==> config.mk <==
export PLATFORM = sky130hd
export DESIGN_NAME = directed_graph_cycle_check
export DESIGN_NICKNAME = d
export VERILOG_FILES = /design/src/rtl/dgcc_pkg.sv /design/src/rtl/directed_graph_cycle_check.sv /design/src/rtl/dgcc_ram.sv /design/src/rtl/dgcc_ctrl.sv /design/src/rtl/dgcc_datapath.sv
export SDC_FILE = /design/constraint.sdc
export NUM_CORES = 2
export LEC_CHECK = 0
export BUFFER_PORTS_ARGS = -buffer_cell sky130_fd_sc_hd__buf_2
export CAP_MARGIN = 20
export CORE_ASPECT_RATIO = 1.5
export CORE_UTILIZATION = 36
export DETAILED_ROUTE_END_ITERATION = 6
export SETUP_SLACK_MARGIN = 0.5
export SLEW_MARGIN = 20
export SYNTH_ARGS = -nofsm -noshare
export SYNTH_HDL_FRONTEND = slang
export SYNTH_SLANG_ARGS = --single-unit
==> constraint.sdc <==
create_clock -name clock -period 5.81 [get_ports clock]
set_clock_uncertainty 0.1 [all_clocks]
set_input_delay 1.162 -clock clock [delete_from_list [all_inputs] [get_ports clock]]
set_output_delay 1.162 -clock clock [all_outputs]
set_load 0.005 [all_outputs]
==> src/rtl/dgcc_pkg.sv <==
`default_nettype none

package dgcc_pkg;

   // Function codes carried by req_func
   typedef enum logic [1:0] {
      FUNC_ADD   = 2'd0,
      FUNC_CHECK = 2'd1,
      FUNC_CLEAR = 2'd2
   } func_type;

   localparam int CSR_WIDTH       = 6;
   localparam int NODE_FIELD_BITS = 5;
   localparam logic [CSR_WIDTH-1:0] NUM_NODES_RESET = 6'd32;

   typedef enum logic [2:0] {
      ST_IDLE,
      ST_ADD_RD,
      ST_ADD_WR,
      ST_ROOT,
      ST_LOAD,
      ST_SCAN,
      ST_POP,
      ST_DONE
   } state_type;

   // Controller to datapath
   typedef struct packed {
      logic latch_req;
      logic clear_adj;
      logic add_write;
      logic check_init;
      logic root_skip;
      logic root_push;
      logic root_retire;
      logic cursor_step;
      logic node_push;
      logic node_pop;
      logic pop_load;
      logic row_load;
      logic cycle_found;
      logic rsp_load;
   } cmd_type;

   // Datapath to controller
   typedef struct packed {
      logic edge_ok;
      logic root_done;
      logic root_visited;
      logic cur_done;
      logic sp_zero;
      logic edge_hit;
      logic tgt_visited;
      logic tgt_on_path;
   } status_type;

endpackage

`default_nettype wire

==> src/rtl/directed_graph_cycle_check.sv <==
`default_nettype none

// Directed graph cycle check. Transfer an item with req_func = add (0) to
// store the edge req_src -> req_dst, check (1) to run a depth-first search
// over nodes below the node count, or clear (2) to drop all edges; code 3 is
// ignored. Only a check returns a transfer on rsp_, with rsp_has_cycle set if
// any directed cycle (a self-loop included) exists among those nodes. The node
// count is written through csr_write_en / csr_write_data, which the user
// must do only while idle; the block itself does not enforce this. Values
// above MAX_NODES act as MAX_NODES, and edges touching a node at or above the
// count are ignored on add and skipped by a check. An add reads the adjacency
// row from RAM, merges in the new edge and writes it back. A check is paced
// by the neighbor scan, which tests one adjacency bit per cycle, plus one
// registered RAM read each time the search descends and two (stack entry,
// then row) each time it returns. Reset and clear empty the matrix at once
// through per-row valid flags, so no clearing pass is needed. A finished
// result sits in an output register, so the next item is taken while it
// waits.
module directed_graph_cycle_check #(
   parameter int MAX_NODES = 32
) (
   input  wire logic       clock,
   input  wire logic       reset,
   input  wire logic       req_valid,
   output logic            req_stall,
   input  wire logic [1:0] req_func,
   input  wire logic [4:0] req_src,
   input  wire logic [4:0] req_dst,
   output logic            rsp_valid,
   input  wire logic       rsp_stall,
   output logic            rsp_has_cycle,
   input  wire logic       csr_write_en,
   input  wire logic [5:0] csr_write_data
);

   import dgcc_pkg::*;

   cmd_type    cmd;
   status_type status;

   // sequence adds, clears and the search; own the result handshake
   dgcc_ctrl u_ctrl (
      .clock     (clock),
      .reset     (reset),
      .req_valid (req_valid),
      .req_func  (req_func),
      .req_stall (req_stall),
      .rsp_valid (rsp_valid),
      .rsp_stall (rsp_stall),
      .status    (status),
      .cmd       (cmd)
   );

   // hold the adjacency RAM, path stack, search masks and node count
   dgcc_datapath #(
      .MAX_NODES (MAX_NODES)
   ) u_datapath (
      .clock          (clock),
      .reset          (reset),
      .req_src        (req_src),
      .req_dst        (req_dst),
      .csr_write_en   (csr_write_en),
      .csr_write_data (csr_write_data),
      .rsp_has_cycle  (rsp_has_cycle),
      .cmd            (cmd),
      .status         (status)
   );

endmodule

`default_nettype wire

==> src/rtl/dgcc_ram.sv <==
`default_nettype none

module dgcc_ram #(
   parameter int WIDTH = 32,
   parameter int DEPTH = 32
) (
   input  wire logic                     clock,
   input  wire logic                     wr_en,
   input  wire logic [$clog2(DEPTH)-1:0] wr_addr,
   input  wire logic [WIDTH-1:0]         wr_data,
   input  wire logic [$clog2(DEPTH)-1:0] rd_addr,
   output logic      [WIDTH-1:0]         rd_data
);

   logic [WIDTH-1:0] mem_ff [DEPTH];

   always_ff @(posedge clock) begin
      if (wr_en) begin
         mem_ff[wr_addr] <= wr_data;
      end
      rd_data <= mem_ff[rd_addr];
   end

endmodule

`default_nettype wire

==> src/rtl/dgcc_ctrl.sv <==
`default_nettype none

module dgcc_ctrl (
   input  wire logic                 clock,
   input  wire logic                 reset,
   input  wire logic                 req_valid,
   input  wire logic [1:0]           req_func,
   output logic                      req_stall,
   output logic                      rsp_valid,
   input  wire logic                 rsp_stall,
   input  wire dgcc_pkg::status_type status,
   output dgcc_pkg::cmd_type         cmd
);

   import dgcc_pkg::*;

   state_type state_ff, state_in;
   logic      rsp_valid_ff, rsp_valid_in;
   logic      accept;

   assign req_stall = (state_ff != ST_IDLE);
   assign accept    = req_valid && (state_ff == ST_IDLE);
   assign rsp_valid = rsp_valid_ff;

   // next state
   always_comb begin
      state_in = state_ff;
      case (state_ff)
         ST_IDLE: begin
            if (accept) begin
               case (req_func)
                  FUNC_ADD:   if (status.edge_ok) state_in = ST_ADD_RD;
                  FUNC_CHECK: state_in = ST_ROOT;
                  default:    state_in = ST_IDLE;
               endcase
            end
         end
         ST_ADD_RD: state_in = ST_ADD_WR;
         ST_ADD_WR: state_in = ST_IDLE;
         ST_ROOT: begin
            if (status.root_done) begin
               state_in = ST_DONE;
            end else if (!status.root_visited) begin
               state_in = ST_LOAD;
            end
         end
         ST_LOAD: state_in = ST_SCAN;
         ST_SCAN: begin
            if (status.cur_done) begin
               state_in = status.sp_zero ? ST_ROOT : ST_POP;
            end else if (status.edge_hit && !status.tgt_visited) begin
               state_in = ST_LOAD;
            end else if (status.edge_hit && status.tgt_on_path) begin
               state_in = ST_DONE;
            end
         end
         ST_POP: state_in = ST_LOAD;
         ST_DONE: begin
            if (!rsp_valid_ff || !rsp_stall) state_in = ST_IDLE;
         end
         default: state_in = ST_IDLE;
      endcase
   end

   // outputs
   always_comb begin
      cmd = '0;
      case (state_ff)
         ST_IDLE: begin
            cmd.latch_req = accept;
            if (accept) begin
               case (req_func)
                  FUNC_CHECK: cmd.check_init = 1'b1;
                  FUNC_CLEAR: cmd.clear_adj  = 1'b1;
                  default:    cmd.check_init = 1'b0;
               endcase
            end
         end
         ST_ADD_RD: cmd.add_write = 1'b0;
         ST_ADD_WR: cmd.add_write = 1'b1;
         ST_ROOT: begin
            if (!status.root_done) begin
               cmd.root_skip = status.root_visited;
               cmd.root_push = !status.root_visited;
            end
         end
         ST_LOAD: cmd.row_load = 1'b1;
         ST_SCAN: begin
            if (status.cur_done) begin
               cmd.root_retire = status.sp_zero;
               cmd.node_pop    = !status.sp_zero;
            end else if (status.edge_hit && !status.tgt_visited) begin
               cmd.node_push = 1'b1;
            end else if (status.edge_hit && status.tgt_on_path) begin
               cmd.cycle_found = 1'b1;
            end else begin
               cmd.cursor_step = 1'b1;
            end
         end
         ST_POP: cmd.pop_load = 1'b1;
         ST_DONE: cmd.rsp_load = !rsp_valid_ff || !rsp_stall;
         default: cmd = '0;
      endcase
   end

   always_comb begin
      rsp_valid_in = rsp_valid_ff;
      if (cmd.rsp_load) begin
         rsp_valid_in = 1'b1;
      end else if (rsp_valid_ff && !rsp_stall) begin
         rsp_valid_in = 1'b0;
      end
   end

   always_ff @(posedge clock) begin
      if (reset) begin
         state_ff     <= ST_IDLE;
         rsp_valid_ff <= 1'b0;
      end else begin
         state_ff     <= state_in;
         rsp_valid_ff <= rsp_valid_in;
      end
   end

   // never overwrite a result that has not been taken
   assert property (@(posedge clock) disable iff (reset)
      cmd.rsp_load |-> !(rsp_valid_ff && rsp_stall))
      else $error("result overwritten while stalled");

   assert property (@(posedge clock) disable iff (reset)
      (accept && req_func == FUNC_CHECK) |=> (state_ff == ST_ROOT))
      else $error("check did not start the root scan");

endmodule

`default_nettype wire

==> src/rtl/dgcc_datapath.sv <==
`default_nettype none

module dgcc_datapath #(
   parameter int MAX_NODES = 32
) (
   input  wire logic                 clock,
   input  wire logic                 reset,
   input  wire logic [4:0]           req_src,
   input  wire logic [4:0]           req_dst,
   input  wire logic                 csr_write_en,
   input  wire logic [5:0]           csr_write_data,
   output logic                      rsp_has_cycle,
   input  wire dgcc_pkg::cmd_type    cmd,
   output dgcc_pkg::status_type      status
);

   import dgcc_pkg::*;

   localparam int NW = $clog2(MAX_NODES);      // node index
   localparam int CW = $clog2(MAX_NODES + 1);  // count / cursor
   localparam int SW = NW + CW;                // stack entry: node, cursor
   localparam logic [6:0] MAX7 = 7'(MAX_NODES);
   localparam logic [MAX_NODES-1:0] ONE = MAX_NODES'(1);

   logic [CSR_WIDTH-1:0]       num_ff, num_in;
   logic [NODE_FIELD_BITS-1:0] src_ff, dst_ff;
   logic [MAX_NODES-1:0]       visited_ff, visited_in;
   logic [MAX_NODES-1:0]       on_path_ff, on_path_in;
   logic [MAX_NODES-1:0]       rv_ff, rv_in;
   logic [MAX_NODES-1:0]       row_ff, row_in;
   logic [CW-1:0]              root_ff, root_in;
   logic [CW-1:0]              c_ff, c_in;
   logic [NW-1:0]              u_ff, u_in;
   logic [NW-1:0]              sp_ff, sp_in;
   logic                       cyc_ff, cyc_in;
   logic                       rsp_has_cycle_ff;
   logic                       rd_valid_ff;

   logic [6:0]           eff7;
   logic [CW-1:0]        eff_n;
   logic [NW-1:0]        c_idx, root_idx, src_idx;
   logic [NW-1:0]        adj_raddr;
   logic [MAX_NODES-1:0] adj_rdata, adj_wdata;
   logic [SW-1:0]        stk_rdata;
   logic [NW-1:0]        stk_node;

   // effective node count, capped at MAX_NODES
   assign eff7  = ({1'b0, num_ff} > MAX7) ? MAX7 : {1'b0, num_ff};
   assign eff_n = eff7[CW-1:0];

   assign c_idx    = c_ff[NW-1:0];
   assign root_idx = root_ff[NW-1:0];
   assign src_idx  = NW'(src_ff);
   assign stk_node = stk_rdata[SW-1:CW];

   assign status.edge_ok      = ({2'b00, req_src} < eff7) && ({2'b00, req_dst} < eff7);
   assign status.root_done    = (root_ff >= eff_n);
   assign status.root_visited = visited_ff[root_idx];
   assign status.cur_done     = (c_ff >= eff_n);
   assign status.sp_zero      = (sp_ff == '0);
   assign status.edge_hit     = row_ff[c_idx];
   assign status.tgt_visited  = visited_ff[c_idx];
   assign status.tgt_on_path  = on_path_ff[c_idx];

   assign rsp_has_cycle = rsp_has_cycle_ff;

   always_comb begin
      if (cmd.root_push) begin
         adj_raddr = root_idx;
      end else if (cmd.node_push) begin
         adj_raddr = c_idx;
      end else if (cmd.pop_load) begin
         adj_raddr = stk_node;
      end else begin
         adj_raddr = src_idx;
      end
   end

   assign adj_wdata = (rd_valid_ff ? adj_rdata : '0) | (ONE << dst_ff);

   dgcc_ram #(
      .WIDTH (MAX_NODES),
      .DEPTH (MAX_NODES)
   ) u_adj_ram (
      .clock   (clock),
      .wr_en   (cmd.add_write),
      .wr_addr (src_idx),
      .wr_data (adj_wdata),
      .rd_addr (adj_raddr),
      .rd_data (adj_rdata)
   );

   dgcc_ram #(
      .WIDTH (SW),
      .DEPTH (MAX_NODES)
   ) u_stack_ram (
      .clock   (clock),
      .wr_en   (cmd.node_push),
      .wr_addr (sp_ff),
      .wr_data ({u_ff, c_ff + 1'b1}),
      .rd_addr (sp_ff - 1'b1),
      .rd_data (stk_rdata)
   );

   always_comb begin
      num_in     = csr_write_en ? csr_write_data : num_ff;
      visited_in = visited_ff;
      on_path_in = on_path_ff;
      rv_in      = rv_ff;
      row_in     = row_ff;
      root_in    = root_ff;
      c_in       = c_ff;
      u_in       = u_ff;
      sp_in      = sp_ff;
      cyc_in     = cyc_ff;

      if (cmd.clear_adj) rv_in = '0;
      if (cmd.add_write) rv_in = rv_ff | (ONE << src_idx);

      if (cmd.check_init) begin
         visited_in = '0;
         on_path_in = '0;
         sp_in      = '0;
         root_in    = '0;
         cyc_in     = 1'b0;
      end
      if (cmd.root_skip) root_in = root_ff + 1'b1;
      if (cmd.root_push) begin
         u_in       = root_idx;
         c_in       = '0;
         visited_in = visited_ff | (ONE << root_idx);
         on_path_in = on_path_ff | (ONE << root_idx);
      end
      if (cmd.cursor_step) c_in = c_ff + 1'b1;
      if (cmd.node_push) begin
         sp_in      = sp_ff + 1'b1;
         u_in       = c_idx;
         c_in       = '0;
         visited_in = visited_ff | (ONE << c_idx);
         on_path_in = on_path_ff | (ONE << c_idx);
      end
      if (cmd.root_retire) begin
         on_path_in = on_path_ff & ~(ONE << u_ff);
         root_in    = root_ff + 1'b1;
      end
      if (cmd.node_pop) begin
         on_path_in = on_path_ff & ~(ONE << u_ff);
         sp_in      = sp_ff - 1'b1;
      end
      if (cmd.pop_load) begin
         u_in = stk_node;
         c_in = stk_rdata[CW-1:0];
      end
      if (cmd.row_load) row_in = rd_valid_ff ? adj_rdata : '0;
      if (cmd.cycle_found) cyc_in = 1'b1;
   end

   always_ff @(posedge clock) begin
      if (reset) begin
         num_ff     <= NUM_NODES_RESET;
         visited_ff <= '0;
         on_path_ff <= '0;
         rv_ff      <= '0;
         root_ff    <= '0;
         sp_ff      <= '0;
         cyc_ff     <= 1'b0;
      end else begin
         num_ff     <= num_in;
         visited_ff <= visited_in;
         on_path_ff <= on_path_in;
         rv_ff      <= rv_in;
         root_ff    <= root_in;
         sp_ff      <= sp_in;
         cyc_ff     <= cyc_in;
      end
   end

   always_ff @(posedge clock) begin
      if (cmd.latch_req) begin
         src_ff <= req_src;
         dst_ff <= req_dst;
      end
      if (cmd.rsp_load) rsp_has_cycle_ff <= cyc_ff;
      row_ff      <= row_in;
      c_ff        <= c_in;
      u_ff        <= u_in;
      rd_valid_ff <= rv_ff[adj_raddr];
   end

   // a node on the current path has always been visited
   assert property (@(posedge clock) disable iff (reset)
      (on_path_ff & ~visited_ff) == '0)
      else $error("path node not marked visited");

   // the ancestor stack never needs more than MAX_NODES-1 entries
   assert property (@(posedge clock) disable iff (reset)
      cmd.node_push |-> (sp_ff < NW'(MAX_NODES - 1)))
      else $error("ancestor stack overflow");

   assert property (@(posedge clock) disable iff (reset)
      cmd.clear_adj |=> (rv_ff == '0))
      else $error("clear left a row marked valid");

endmodule

`default_nettype wire
After elaboration in Yosys (flattened, before gate mapping)
Memories as Yosys holds them, arrays and structs flattened. A register that Yosys moved wholly into a read port is not among the register bits. Index checks and enable logic that the tools add are counted.

Register bits: 173. Memory bits (writable): 1376. Logic and storage cells: 161. Memories kept: 2. Bits of input ports: 23.

Memories: u_datapath.u_adj_ram.mem_ff (depth 32, bits a word 32, read ports 1, clocked after Yosys merged registers in 1, wr ports 1, line dgcc_ram.sv:15) `logic [WIDTH-1:0] mem_ff [DEPTH];`; u_datapath.u_stack_ram.mem_ff (depth 32, bits a word 11, read ports 1, clocked after Yosys merged registers in 1, wr ports 1, line dgcc_ram.sv:15).

Multiplexer cells: 79. Bitwise gates (word level): 8. Equality and inequality tests: 14. Reduce and logical (&&, ||, !) cells: 25. Add/subtract/negate cells: 4. Order comparisons: 8. Shift-type cells: 5.

Operators by type and width (number): two-way mux 32 bit (10); bitwise OR 32 bit (6); << shifter 1 x 5 -> 32 bit (first input constant) (5); two-way mux 6 bit (8); two-way mux 5 bit (9); AND 32 bit (1); inverter 32 bit (1); two-way mux 1 bit (31); two-way mux 3 bit (9); binary-select mux 1 bit (select 5 bit) (5); case mux 3 bit (8 select lines) (1); less-than comparator 5 x 6 -> 1 bit (second input constant) (3); nonzero test 3 bit (5); less-than comparator 5 x 7 -> 1 bit (2); adder 6 x 1 -> 6 bit (second input constant) (2); == test 3 bit (second input constant) (4); >= comparator 6 bit (2); two-way mux 2 bit (4); == test 3 x 2 -> 1 bit (second input constant) (2); greater-than comparator 6 bit (second input constant) (1); case mux 3 bit (2 select lines) (1); nonzero test 2 bit (3); adder 5 x 1 -> 5 bit (second input constant) (1); logical AND 1 bit (5); 17 further kinds (22).

Logic depth before layout (Yosys ltp)
Depth in word-level cells: 11. Depth in mapped cells: 21. Gate-level depth less buffers: 14.

Cells and area by module
Synthesis repeated with hierarchy kept, for this count alone.

Cells, all modules: 4145. Area, all modules: 64738.3 µm².

By module, submodules not included: dgcc_ram at u_datapath.u_adj_ram (sequential area each 31390.1 µm², times used 1, area each 40487.6 µm², cells an instance 2260); dgcc_ram at u_datapath.u_stack_ram (sequential area each 10790.3 µm², times used 1, area each 14199.9 µm², cells an instance 801); dgcc_datapath (sequential area each 3923.8 µm², times used 1, area each 9571.7 µm², cells an instance 1025); dgcc_ctrl (sequential area each 80.1 µm², times used 1, area each 479.2 µm², cells an instance 59).

Worst setup path before layout
Ideal clock, no wire load.

Path kind: register to register. From: register u_datapath.c_ff[0]. To: register u_datapath.u_adj_ram.rd_data[31] (read register of u_datapath.u_adj_ram.mem_ff). Arrival time: 4.242 ns. Required time: 5.564 ns. Buffers on the path: 6. Stages on the path, launching flop included: 19. Slack: 1.323 ns. Clock period less this slack: 4.487 ns. Cell sequence: edfxtp_1 buf_2 inv_1 ha_1 nand2b_1 a21o_1 a21oi_1 o211ai_1 or4_1 buf_2 o211ai_4 and2_1 buf_4 buf_8 buf_12 buf_6 mux4_2 o221ai_1 a222oi_1.

Word-level cells in the longest chain between the ends: 9.

RTL lines: start: declaration (line dgcc_datapath.sv:32) `logic [CW-1:0] c_ff, c_in;`; start signal: assignment (line dgcc_datapath.sv:185) `c_ff <= c_in;`; binary-select mux 1 bit (select 5 bit) (line dgcc_datapath.sv:62) `assign status.tgt_visited = visited_ff[c_idx];`; two-way mux 1 bit (implied by the code) (line dgcc_datapath.sv:62); zero test 1 bit (line dgcc_ctrl.sv:92) `end else if (status.edge_hit && !status.tgt_visited) begin`; logical AND 1 bit (line dgcc_ctrl.sv:92); two-way mux 1 bit (line dgcc_ctrl.sv:92); two-way mux 2 bit (line dgcc_ctrl.sv:89) `if (status.cur_done) begin`; two-way mux 4 bit (line dgcc_ctrl.sv:68) `case (state_ff)`; two-way mux 5 bit (*) (line dgcc_datapath.sv:70) `end else if (cmd.node_push) begin`; two-way mux 5 bit (*) (line dgcc_datapath.sv:68) `if (cmd.root_push) begin`; end: declaration (line dgcc_ram.sv:12) `output logic [WIDTH-1:0] rd_data`.

Every way passes the cells marked *; elsewhere a longest branch is shown, timed or not. The select of a mux whose other input is x is not followed. A chain may end at the register's enable or synchronous reset.

Worst setup path after layout
From: register u_datapath.c_ff[1]. To: register u_datapath.rd_valid_ff.

Word-level cells in the longest chain between the ends: 11.

RTL lines: binary-select mux 1 bit (select 5 bit) (line dgcc_datapath.sv:62); two-way mux 1 bit (implied by the code) (line dgcc_datapath.sv:62); zero test 1 bit (line dgcc_ctrl.sv:92); logical AND 1 bit (line dgcc_ctrl.sv:92); two-way mux 1 bit (line dgcc_ctrl.sv:92); two-way mux 2 bit (line dgcc_ctrl.sv:89); two-way mux 4 bit (line dgcc_ctrl.sv:68); two-way mux 5 bit (*) (line dgcc_datapath.sv:70); two-way mux 5 bit (*) (line dgcc_datapath.sv:68); binary-select mux 1 bit (select 5 bit) (*) (line dgcc_datapath.sv:187) `rd_valid_ff <= rv_ff[adj_raddr];`; two-way mux 1 bit (implied by the code) (*) (line dgcc_datapath.sv:187); end signal: assignment (line dgcc_datapath.sv:187); end: declaration (line dgcc_datapath.sv:37) `logic rd_valid_ff;`.

Marks and branches as above.

==> summary.md <==
| Metric | Value |
|---|---|
| Outcome | `finished, violations left` |
| Failing checks | `DRC` |
| CTS Sinks | `~1600` |
| GRT Overall Usage | `about a fifth` |
| Vias in the first global route | `37800` |
| Worst-path fanout max | `71` |
| Max frequency | `between 0.15 and 0.2 GHz` |
| Startpoint types | `flip-flop` |
| Buf+Inv Stages, Crit Path | `4` |
| Crit path DAT | `approximately 5.7 ns` |
| Final hold violations | `0` |
| DIE HEIGHT | `slightly above 500 um` |
| #FFs+latches synth | `~1600` |
| Number of enable flip-flop cells after synthesis | `about 1400` |
| Synth-to-Final Area Change | `13.9%` |
| CTS H-tree lvls | `4` |
| Worst hold slack | `~0.35 ns` |
| Mapped Cells | `between 4000 and 5000` |
| Pleak | `approximately 0.023 uW` |
| CTS tree | `yes` |
| Routability cong. | `0.887` |
| # rows | `between 150 and 200` |
| Switching Share | `between 20% and 30%` |
| Clk slew on worst S/H paths | `around 0.070 ns` |
| Crit path launch | `u_datapath.c_ff[1]$_DFFE_PP_` |
| Period Utilization, post-route | `between 80% and 90%` |
| Die X | `about 350 um` |
| Worst R2R End | `u_datapath.rd_valid_ff$_DFF_P_` |
| Slew headroom | `between 20% and 30%` |
| Initial core utilization | `36.2%` |
| Filler cells | `15600` |
| Comb power frac | `12.1%` |
| Crit path cell chain | `buf_12, mux2i_1, a21oi_1, nand3_1, nand4_1, or4_1, buf_4, o211ai_4, and2_4, buf_12, buf_4, nand2_1, a311oi_1, a2111oi_0, nor4_1` |
| Top-area cell type share of the netlist area | `67.2%` |
| Total Wirelength | `about 190000 um` |
| Share of layout cells above drive strength 1 | `~17%` |
| RSZ-0062 raised after global routing | `no` |
| Pre-Repair DR Iteration Count | `7` |
| Pint | `slightly below 20000 uW` |
| # setup viols final | `0` |
| MaxCap Viol Count | `0` |
| Seq/Total Area, Yosys | `72.3%` |
| Resized cells post-CTS | `0` |
| Worst setup EP type | `flip-flop` |
| Synth cell types | `83` |
| PortBufs | `25` |
| Final min period | `roughly 5.1 ns` |
| Skew-Pair Late Insertion Delay | `approximately 0.8 ns` |
| First-pass GRT wire length | `268000 um` |
| Initial antenna violation count | `9` |
| Sw Pwr | `6790 uW` |
| Worst Hold Class | `reg -> reg` |
| CTS Buffer Depth | `3` |
| Largest delay share family, worst path | `simple AND/OR/NAND/NOR gates` |
| Vias per inst | `5.81` |
| Sequential share of power | `just over 50%` |
| Post-route ant nets | `0` |
| Yosys warns | `0` |
| Main synth FF type | `edfxtp_1` |
| Post-CTS setup buffer count | `0` |
| R2R Setup Slk | `between 0.7 and 0.8 ns` |
| Leading area contributor after synthesis | `edfxtp_1` |
| CTS Buf Count | `144` |
| Largest stage delay on the critical path | `0.76 ns` |
| Nets@finish | `between 4000 and 5000` |
| Synthesized cell area | `0.0639 mm^2` |
| Via count | `~38000` |
| Post-route DRC | `2` |
| Largest net degree at the start of global routing | `around 110` |
| Iter 0 DRT Violations | `4136` |
| CTS Hold Bufs | `0` |
| Max IR drop VDD | `0.340 mV` |
| I/O pin total | `26` |
| Mapped Nets | `just over 4000` |
| CTS Root Cell | `clkbuf_16` |
| Wire length per cell | `~29 um` |
| TNS Setup | `0 ns` |
| CORE AREA | `0.177 mm^2` |
| Top post-synthesis cells by area | `edfxtp_1 67%, mux4_2 6.8%, dfxtp_1 5.1%` |
| Detailed Place HPWL | `approximately 110000 um` |
| Hold depth | `2` |
| R2R Path Start | `u_datapath.c_ff[1]$_DFFE_PP_` |
| PwrDens | `approximately 370 mW/mm^2` |
| Die area | `0.179 mm^2` |
| Crit path kind | `reg -> reg` |
| Max-slew violations | `0` |
| Worst Path Required | `about 6.4 ns` |
| Avg Inst Size Synth | `15.7 um^2` |
| Least-Margin Pin Slew | `between 1 and 1.5 ns` |
| R2R cell count | `15` |
| Gr ovfl total | `0` |
| Most frequent cells in the layout | `1430 x edfxtp_1, 459 x nand2_1, 221 x a211oi_1, 218 x and3_1, 193 x mux4_2` |
| Commonest non-fill, non-tap cell in the layout | `edfxtp_1` |
| Hold EP | `u_datapath.on_path_ff[19]$_SDFFE_PP0P_` |
| Hold Startpoint | `u_datapath.on_path_ff[19]$_SDFFE_PP0P_` |
| Synth async-reset ratio | `0%` |
| Clock power share | `between 30% and 40%` |
| Max stage delay cell, worst path | `or4_1` |
-- power by group through the flow --
stage	Sequential, uW	Clock [uW]	Combinational (uW)
2_1_floorplan	13800	0	1850
3_3_place_gp	13900	0	3070
3_5_place_dp	13900	0	3120
4_1_cts	13700	9790	3130
5_1_grt	13700	10200	3420
6_report	13700	9680	3230
-- Yosys cell counts, types with 23 or more instances --
library cell	number
nor3_1	38
o21bai_1	33
edfxtp_1	1430
a311oi_1	39
nor2_1	148
dfxtp_1	162
inv_1	28
a31oi_1	129
clkbuf_1	221
a21oi_1	60
mux2i_1	42
ha_1	37
and3_1	218
buf_2	23
and2_1	37
nand3_1	100
o221ai_1	31
mux4_2	193
o21a_1	42
nand2_1	460
a211oi_1	221
o21ai_0	75
o22a_1	29
-- final cells by class --
cell class                 count  area [um^2]  area share (%)
inverter                      30          113           0.155
clock buffer                 204         4080            5.61
antenna                        5         12.5          0.0172
clock inverter                63          678           0.932
multi-input combinational   2177        17000            23.4
tap                         2292         2870            3.94
timing repair buffer         191         1820            2.50
sequential                  1592        46200            63.5
-- worst max path at each step --
stage,endpoint,cells past startpoint
finish,u_datapath.rd_valid_ff$_DFF_P_,15
detailed placement,u_datapath.rd_valid_ff$_DFF_P_,15
floorplan,u_datapath.u_adj_ram.rd_data[31]$_DFF_P_,18
global route,u_datapath.rd_valid_ff$_DFF_P_,15
CTS,u_datapath.rd_valid_ff$_DFF_P_,15
global placement,u_datapath.rd_valid_ff$_DFF_P_,15
-- worst register-to-register path, cell delays in order, from the launching register on --
cell and delay [ns]:
edfxtp_1 0.37, buf_12 0.28, mux2i_1 0.66, a21oi_1 0.16
nand3_1 0.11, nand4_1 0.21, or4_1 0.76, buf_4 0.25
o211ai_4 0.14, and2_4 0.26, buf_12 0.37, buf_4 0.50
nand2_1 0.10, a311oi_1 0.35, a2111oi_0 0.17, nor4_1 0.19
-- sequential cells by signal, summed over array words and instances (netlist names) --
signal,cells
u_datapath.row_ff,32
u_datapath.src_ff,5
u_datapath.num_ff,6
u_datapath.dst_ff,5
u_ctrl.state_ff,3
u_datapath.root_ff,6
u_datapath.rd_valid_ff,1
u_datapath.on_path_ff,32
u_datapath.sp_ff,5
u_datapath.visited_ff,32
u_datapath.u_adj_ram.rd_data,32
u_ctrl.rsp_valid,1
u_datapath.u_adj_ram.mem_ff,1024
u_datapath.cyc_ff,1
u_datapath.c_ff,6
u_datapath.u_ff,5
u_datapath.u_stack_ram.mem_ff,352
u_datapath.rsp_has_cycle,1
u_datapath.rv_ff,32
u_datapath.u_stack_ram.rd_data,11
-- stage by stage --
step / cells / cell area, um^2 / total power, uW / setup slack, ns / utilization (%)
after floorplan: 4084 / 63900 / 15600 / 1.32 / -
after global placement: 6276 / 67700 / 17000 / 0.816 / 38.3
after detailed placement: 6279 / 67800 / 17000 / 0.830 / 38.4
after CTS: 6546 / 72600 / 26600 / 0.814 / 41.1
after global routing: 6549 / 72800 / 27300 / 0.526 / 41.2
final: 6554 / 72800 / 26600 / 0.738 / 41.2
-- cell families after synthesis --
family,Yosys count,share of synthesized area (%)
buffers and inverters,315,2.19
muxes,248,7.69
adders and majority gates,37,0.724
AOI/OAI and AO/OA,788,8.85
xor gates and xnor gates,6,0.0822
and+or+nand+nor,1098,8.20
DFF,1592,72.3
-- layer usage --
layer,routed length [um],track usage [%]
met5,27,0
met2,96200,36.0
met3,13000,3.51
met1,67600,23.9
met4,10500,10.7
Power figures use the tool's default switching activity.
